$ cat src/design/assert_macros.svh
// Assertion helpers used by binding_stack_lookup.
`ifndef ASSERT_MACROS_SVH
`define ASSERT_MACROS_SVH

// Clocked property with reset disable.
`define ASSERT_PROP(label, clk, rst, prop, msg) \
   label: assert property (@(posedge clk) disable iff (rst) (prop)) else $error(msg);

// Condition that must never hold.
`define ASSERT_NEVER(label, clk, rst, cond, msg) \
   `ASSERT_PROP(label, clk, rst, !(cond), msg)

`endif

$ cat src/design/bsl_pkg.sv
package bsl_pkg;

   localparam int DEPTH_DEF = 64;
   localparam int VAR_W     = 31;
   localparam int TERM_W    = 31;
   localparam int TAKE_W    = 7;

   typedef enum logic [1:0] {
      FUNC_PUSH    = 2'd0,
      FUNC_LOOKUP  = 2'd1,
      FUNC_COLLECT = 2'd2,
      FUNC_CLEAR   = 2'd3
   } func_type;

   typedef struct packed {
      func_type            func;
      logic [VAR_W-1:0]    var_index;
      logic [TERM_W-1:0]   bound_term;
      logic [TAKE_W-1:0]   take_count;
   } req_type;

   typedef struct packed {
      logic [TERM_W-1:0]   result_term;
      logic                found;
      logic                last;
      logic                error;
   } rsp_type;

   typedef struct packed {
      logic [VAR_W-1:0]    var_id;
      logic [TERM_W-1:0]   term;
   } entry_type;

   // shift: every cell takes its lower neighbor; load: head takes the new entry
   // instead of the tail (push versus rotate)
   typedef struct packed {
      logic shift;
      logic load;
   } chain_ctl_type;

endpackage

$ cat src/design/bsl_cell.sv
module bsl_cell (
   input  logic               clock,
   input  logic               shift_en,
   input  bsl_pkg::entry_type prev_entry,
   output bsl_pkg::entry_type entry
);
   import bsl_pkg::*;

   entry_type entry_ff;

   // Take the neighbor's binding on each shift, hold otherwise.
   always_ff @(posedge clock) begin
      if (shift_en) begin
         entry_ff <= prev_entry;
      end
   end

   assign entry = entry_ff;

endmodule

$ cat src/design/bsl_chain.sv
module bsl_chain #(
   parameter int DEPTH = bsl_pkg::DEPTH_DEF
) (
   input  logic                   clock,
   input  bsl_pkg::chain_ctl_type ctl,
   input  bsl_pkg::entry_type     new_entry,
   output bsl_pkg::entry_type     tap
);
   import bsl_pkg::*;

   entry_type links [DEPTH];
   entry_type head_in;

   // Push feeds the head from outside; a rotate closes the ring.
   assign head_in = ctl.load ? new_entry : links[DEPTH-1];
   assign tap     = links[DEPTH-1];

   for (genvar i = 0; i < DEPTH; i++) begin : g_cell
      if (i == 0) begin : g_head
         bsl_cell u_cell (
            .clock      (clock),
            .shift_en   (ctl.shift),
            .prev_entry (head_in),
            .entry      (links[i])
         );
      end else begin : g_body
         bsl_cell u_cell (
            .clock      (clock),
            .shift_en   (ctl.shift),
            .prev_entry (links[i-1]),
            .entry      (links[i])
         );
      end
   end

endmodule

$ cat src/design/binding_stack_lookup.sv
// Binding stack with lookup and collect.
// Requests enter on req_valid/req_ready carrying func, var_index, bound_term and
// take_count; responses leave on rsp_valid/rsp_ready from a response register.
// Bindings live in a chain of DEPTH cells, newest in the head cell. A push
// shifts the chain by one and answers in the cycle after acceptance. A lookup
// or a collect rotates the whole ring once, one cell per cycle past the tail
// tap unless the receiver stalls it; the ring ends where it started. Lookup
// answers once at the end of the pass; collect emits its take_count terms,
// oldest first, as the last take_count cells reach the tap. A clear or a
// zero-term collect starts no pass and sends no response. Push to a full
// stack and collect beyond the fill count answer at once with the error flag.
// One request is in work at a time; req_ready is high when no pass runs and the
// response register is free or being drained.
// When rsp_ready is low a waiting response holds, and a pass pauses at the
// next result it has to place.
// Reset (synchronous, active high) empties the stack by zeroing the fill
// count; the cells need no clearing pass.
`include "assert_macros.svh"

module binding_stack_lookup #(
   parameter int DEPTH = bsl_pkg::DEPTH_DEF
) (
   input  logic             clock,
   input  logic             reset,
   input  logic             req_valid,
   output logic             req_ready,
   input  bsl_pkg::req_type req_data,
   output logic             rsp_valid,
   input  logic             rsp_ready,
   output bsl_pkg::rsp_type rsp_data
);
   import bsl_pkg::*;

   localparam int IDX_W = $clog2(DEPTH);
   localparam int CNT_W = $clog2(DEPTH + 1);

   typedef enum logic {ST_IDLE, ST_SCAN} state_type;

   state_type          state_ff, state_in;
   logic [CNT_W-1:0]   fill_ff, fill_in;
   logic [IDX_W-1:0]   idx_ff, idx_in;
   logic               collect_ff, collect_in;
   logic [VAR_W-1:0]   key_ff, key_in;
   logic [TAKE_W-1:0]  take_ff, take_in;
   logic               hit_ff, hit_in;
   logic [TERM_W-1:0]  hit_term_ff, hit_term_in;
   logic               rsp_valid_ff, rsp_valid_in;
   rsp_type            rsp_ff, rsp_in;

   chain_ctl_type      ctl;
   entry_type          new_entry;
   entry_type          tap;

   logic out_free;
   logic accept;
   logic full;
   logic tap_match;
   logic in_take;
   logic emit_now;
   logic advance;

   assign new_entry.var_id = req_data.var_index;
   assign new_entry.term   = req_data.bound_term;

   bsl_chain #(.DEPTH(DEPTH)) u_chain (
      .clock     (clock),
      .ctl       (ctl),
      .new_entry (new_entry),
      .tap       (tap)
   );

   // The response register is free when empty or drained this cycle.
   assign out_free  = !rsp_valid_ff || rsp_ready;
   assign req_ready = (state_ff == ST_IDLE) && out_free;
   assign accept    = req_valid && req_ready;
   assign full      = (fill_ff == CNT_W'(DEPTH));

   // The tail tap holds binding idx_ff (0 is newest) during a pass.
   assign tap_match = (CNT_W'(idx_ff) < fill_ff) && (tap.var_id == key_ff);
   assign in_take   = TAKE_W'(idx_ff) < take_ff;
   assign emit_now  = collect_ff ? in_take : (idx_ff == '0);
   // Pause the ring only when a response is due and the register is taken.
   assign advance   = (state_ff == ST_SCAN) && (out_free || !emit_now);

   always_comb begin
      state_in     = state_ff;
      fill_in      = fill_ff;
      idx_in       = idx_ff;
      collect_in   = collect_ff;
      key_in       = key_ff;
      take_in      = take_ff;
      hit_in       = hit_ff;
      hit_term_in  = hit_term_ff;
      rsp_valid_in = rsp_valid_ff && !rsp_ready;
      rsp_in       = rsp_ff;
      ctl          = '0;

      unique case (state_ff)
         ST_IDLE: begin
            if (accept) begin
               unique case (req_data.func)
                  FUNC_PUSH: begin
                     rsp_valid_in       = 1'b1;
                     rsp_in.result_term = '0;
                     rsp_in.found       = 1'b0;
                     rsp_in.last        = 1'b1;
                     rsp_in.error       = full;
                     if (!full) begin
                        ctl.shift = 1'b1;
                        ctl.load  = 1'b1;
                        fill_in   = fill_ff + 1'b1;
                     end
                  end
                  FUNC_LOOKUP: begin
                     state_in    = ST_SCAN;
                     collect_in  = 1'b0;
                     key_in      = req_data.var_index;
                     hit_in      = 1'b0;
                     hit_term_in = '0;
                     idx_in      = IDX_W'(DEPTH - 1);
                  end
                  FUNC_COLLECT: begin
                     if (req_data.take_count > TAKE_W'(fill_ff)) begin
                        rsp_valid_in       = 1'b1;
                        rsp_in.result_term = '0;
                        rsp_in.found       = 1'b0;
                        rsp_in.last        = 1'b1;
                        rsp_in.error       = 1'b1;
                     end else if (req_data.take_count != '0) begin
                        state_in   = ST_SCAN;
                        collect_in = 1'b1;
                        take_in    = req_data.take_count;
                        idx_in     = IDX_W'(DEPTH - 1);
                     end
                  end
                  FUNC_CLEAR: begin
                     fill_in = '0;
                  end
                  default: begin
                  end
               endcase
            end
         end
         ST_SCAN: begin
            if (advance) begin
               // Rotate one cell; newer matches override older ones.
               ctl.shift = 1'b1;
               idx_in    = idx_ff - 1'b1;
               if (tap_match) begin
                  hit_in      = 1'b1;
                  hit_term_in = tap.term;
               end
               if (emit_now) begin
                  rsp_valid_in = 1'b1;
                  rsp_in.error = 1'b0;
                  if (collect_ff) begin
                     rsp_in.result_term = tap.term;
                     rsp_in.found       = 1'b0;
                     rsp_in.last        = (idx_ff == '0);
                  end else begin
                     rsp_in.result_term = tap_match ? tap.term : hit_term_ff;
                     rsp_in.found       = tap_match || hit_ff;
                     rsp_in.last        = 1'b1;
                  end
               end
               if (idx_ff == '0) begin
                  state_in = ST_IDLE;
               end
            end
         end
         default: begin
            state_in = ST_IDLE;
         end
      endcase
   end

   always_ff @(posedge clock) begin
      if (reset) begin
         state_ff     <= ST_IDLE;
         fill_ff      <= '0;
         rsp_valid_ff <= 1'b0;
      end else begin
         state_ff     <= state_in;
         fill_ff      <= fill_in;
         rsp_valid_ff <= rsp_valid_in;
      end
      idx_ff      <= idx_in;
      collect_ff  <= collect_in;
      key_ff      <= key_in;
      take_ff     <= take_in;
      hit_ff      <= hit_in;
      hit_term_ff <= hit_term_in;
      rsp_ff      <= rsp_in;
   end

   assign rsp_valid = rsp_valid_ff;
   assign rsp_data  = rsp_ff;

   // Fill count stays within the chain.
   `ASSERT_NEVER(a_fill_range, clock, reset, fill_ff > CNT_W'(DEPTH), "fill count overflow")
   // A pass leaves the fill count alone.
   `ASSERT_PROP(a_scan_fill, clock, reset,
      (state_ff == ST_SCAN) |=> $stable(fill_ff), "fill changed in pass")
   // Errors never come with a hit.
   `ASSERT_NEVER(a_err_found, clock, reset,
      rsp_valid && rsp_data.found && rsp_data.error, "error with found")
   // A stalled pass does not move the ring.
   `ASSERT_NEVER(a_stall_hold, clock, reset,
      (state_ff == ST_SCAN) && emit_now && !out_free && ctl.shift, "ring moved in stall")

endmodule
$ cat config.mk
export PLATFORM = sky130hd
export DESIGN_NAME = binding_stack_lookup
export DESIGN_NICKNAME = d
export VERILOG_FILES = /design/src/design/bsl_pkg.sv /design/src/design/bsl_cell.sv /design/src/design/bsl_chain.sv /design/src/design/binding_stack_lookup.sv
export VERILOG_INCLUDE_DIRS = /design/src /design/src/design
export SDC_FILE = /design/constraint.sdc
export NUM_CORES = 2
export LEC_CHECK = 0
export ABC_CLOCK_PERIOD_IN_PS = 117600
export BUFFER_PORTS_ARGS = -buffer_cell sky130_fd_sc_hd__buf_2
export CAP_MARGIN = 20
export CORE_ASPECT_RATIO = 0.9
export CORE_MARGIN = 2
export CORE_UTILIZATION = 45
export DETAILED_ROUTE_END_ITERATION = 10
export GPL_TIMING_DRIVEN = 0
export PLACE_DENSITY = 0.71
export REMOVE_ABC_BUFFERS = 1
export SLEW_MARGIN = 10
export SYNTH_ARGS = -nofsm -noshare
export SYNTH_HDL_FRONTEND = slang
export SYNTH_HIERARCHICAL = 1
export SYNTH_SLANG_ARGS = --single-unit
$ cat constraint.sdc
create_clock -name clock -period 117.6 [get_ports clock]
set_clock_uncertainty 0.2 [all_clocks]
set_input_delay 11.76 -clock clock [delete_from_list [all_inputs] [get_ports clock]]
set_output_delay 11.76 -clock clock [all_outputs]
set_load 0.02 [all_outputs]
==> results.cfg <==
[outcome]
status = finished clean

[routing]
viasPerCell = 4.71
wl_per_cell_um = 18.3
ant_nets = 0
drtPass1Iterations = 6
drt_iter0_markers = 4074
num_vias = 43000
drc_errors = 0
totalWireLength_um = 166000

[power_and_ir_drop]
power_uw = 2980
power_density_nw_per_um2 = 20.5
intPower_uw = 2390
p_leak_uw = 0.0433
switching_share_pct = 19.8
pwr-share-comb_pct = 2.4
irDropWorstVdd_v = 0.0000132
power.share.clock_pct = 40.5
seq_power_share_pct = 57.1
net-switching-power_uw = 590

[sta]
max_freq_mhz = 40.8
setup_viol = 0
slew_headroom_pct = 38.2
rsz0062_at_grt = false
slew_violations = 0
hold_viol = 0
setup-tns-final_ns = 0
tightest_slew_ns = 0.920
fin_crit_sh_pct = 20.8
period_needed_ns = 24.50

[yosys]
ys_warn_count = 6
ys.flop_type = edfxtp_1
syn-cell-area_um2 = 126000
postSynthCellCount = 4542
avgSynthCellArea_um2 = 27.8
ys_ff_latch = 4088
synthArstFlopShare_pct = 0
ys_seq_area_share_pct = 97.1
synth_cell_type_count = 49
synth_edf_count = 4079

[setup_path]
cp_max_fo = 5
cp_slowest_stage_delay_ns = 0.43
cp.buffers_inverters = 2
crit_chain = buf_2 -> nor2b_1 -> nor2_1 -> buf_2
cp_common_cell = buf_2
r2r_slack_ns = 109.97
crit_type = in -> out
arrival_ns = 12.54
worstPathRequired_ns = 105.64
crit_family = simple AND/OR/NAND/NOR gates
critPathSlowestCell = nor2b_1
critPathCaptureType = output port
start_kind = input pin

[clock_tree]
cts_made_buffers = 380
clk_pin_slew_worst_paths_ns = 0.06
clockRootBuffer = clkbuf_16
ctsResizeCount = 0
clock_tree.buffer_depth = 4
clock-sinks = 4088
clock_latency_ns = 0.87
cts_max_level = 5
cts_tree = built
holdBufCountCts = 0
post_cts_buffers = 0

[worst_hold_path]
hold_class = reg -> reg

[grt]
grtUsageTotal_pct = 11.4
grt_pass1_wl_um = 252000
grt.overflow.total = 0
grt_pass1_vias = 42500
grt_max_degree = 76
antenna_found_initial = 33

[cells_and_area]
fin_area_um2 = 146000
utilization_pct = 52.2
final_cell_mix = 4079 x edfxtp_1, 384 x clkbuf_16, 110 x buf_2
drive_above_1_share_pct = 15.0
layout_commonest_cell = edfxtp_1
area_growth_pct = 15.3
fin_cells = 9120
fin_nets = 5179

[placed_design]
dpl_cell_area_um2 = 133000
port_buffers = 110
place.gp.congestion = 0.790
hpwl_um = 81100
numPlacedInstances = 8417

[floorplan]
row_count = 184
ios = 111
die_w_um = 562
die_area_um2 = 285000
core-area_um2 = 279000
dieHeight_um = 507
start_util_pct = 45.2

[flow_run]
max_cap_violations = 0
[cell families (layout without fill, tap and decap cells)]
group	count (synthesis)	in the layout	share of synthesized area (%)
fa+ha+maj	25	25	0.248
xor+xnor	38	38	0.263
other cells	0	13	0
compound gates	40	40	0.192
simple gates	177	177	0.702
flops	4088	4088	97.1
buf+inv	49	894	0.250
mux	125	125	1.23
[synth_stat cells (6+ instances only)]
cell / n / share of area [%]
xnor2_1: 37 / 0.26
nor2_1: 11 / 0.033
o21ai_1: 8 / 0.032
nor2b_1: 37 / 0.18
mux2i_1: 62 / 0.49
edfxtp_1: 4079 / 97
dfxtp_1: 9 / 0.14
clkbuf_1: 11 / 0.033
buf_12: 6 / 0.095
inv_1: 23 / 0.068
ha_1: 25 / 0.25
nand2_1: 81 / 0.24
a21oi_1: 15 / 0.059
mux2_4: 60 / 0.71
nand4_1: 19 / 0.094
[per-stage QoR]
stage	worst slack (ns)	hold slack, ns
final	93.10	0.169
after global routing	93.06	0.176
after CTS	93.11	0.160
after detailed placement	93.13	0.205
after global placement	-13.22	0.201
after floorplan	14.28	0.200
[worst reg2reg max path, stage by stage (launching register included)]
cell and delay, ns:
edfxtp_1 0.51, ha_1 0.34, o2111ai_1 0.10, o21ai_1 0.15, and3b_1 0.22, o31ai_1 0.20, nand2_4 0.40, buf_16 0.35
buf_16 0.31, buf_12 0.30, buf_16 0.31, buf_16 0.33, buf_16 0.34, buf_16 0.35, buf_12 0.32, buf_16 0.36
buf_16 0.35, buf_16 0.34, buf_16 0.32, buf_16 0.35, buf_16 0.35, buf_16 0.40
[state kept, by name, indices dropped and copies added, names as in the netlist]
signal and count:
u_chain/g_cell.g_body.u_cell/entry 3906, u_chain/g_cell.g_head.u_cell/entry 62, take_ff 7, idx_ff 6, collect_ff 1, hit_term_ff 31
rsp_data 34, fill_ff 7, state_ff 1, key_ff 31, hit_ff 1, rsp_valid 1
[path summary, 6_finish.rpt]
path,from,to,depth (start not counted)
worst min-delay path,u_chain/g_cell[38].g_body.u_cell/entry[49],u_chain/g_cell[39].g_body.u_cell/entry[49],0
worst max-delay path,rsp_ready,req_ready,4
worst min register to register,u_chain/g_cell[38].g_body.u_cell/entry[49],u_chain/g_cell[39].g_body.u_cell/entry[49],0
worst max register to register,idx_ff[2],u_chain/g_cell[30].g_body.u_cell/entry[21],21
[metal layers]
metal	up-vias	global-route usage [%]	share of wire [%]
met5	-	0	0
met4	0	5.00	4.0
met3	390	2.30	4.4
met2	817	15.9	44
met1	22300	17.4	48
li1	19500	-	-
[power by group through the flow]
| stage | Sequential (µW) | Combinational [µW] | Clock [µW] |
|---|---|---|---|
| detailed placement | 1730 | 72.0 | 0 |
| floorplan | 2260 | 40.0 | 0 |
| global placement | 2410 | 55.0 | 0 |
| finish | 1710 | 70.4 | 1210 |
| CTS | 1710 | 71.8 | 1250 |
| global route | 1710 | 77.7 | 1300 |
[area by class of cell]
| cell class | count | area, µm² |
|---|---|---|
| multi-input combinational | 405 | 3370 |
| inverter | 24 | 92.6 |
| clock buffer | 441 | 9820 |
| tap | 3720 | 4650 |
| fill | 20400 | 134000 |
| sequential | 4088 | 123000 |
| antenna | 13 | 32.5 |
| clock inverter | 249 | 2580 |
| timing repair buffer | 180 | 2410 |
Power figures use the tool's default switching activity.
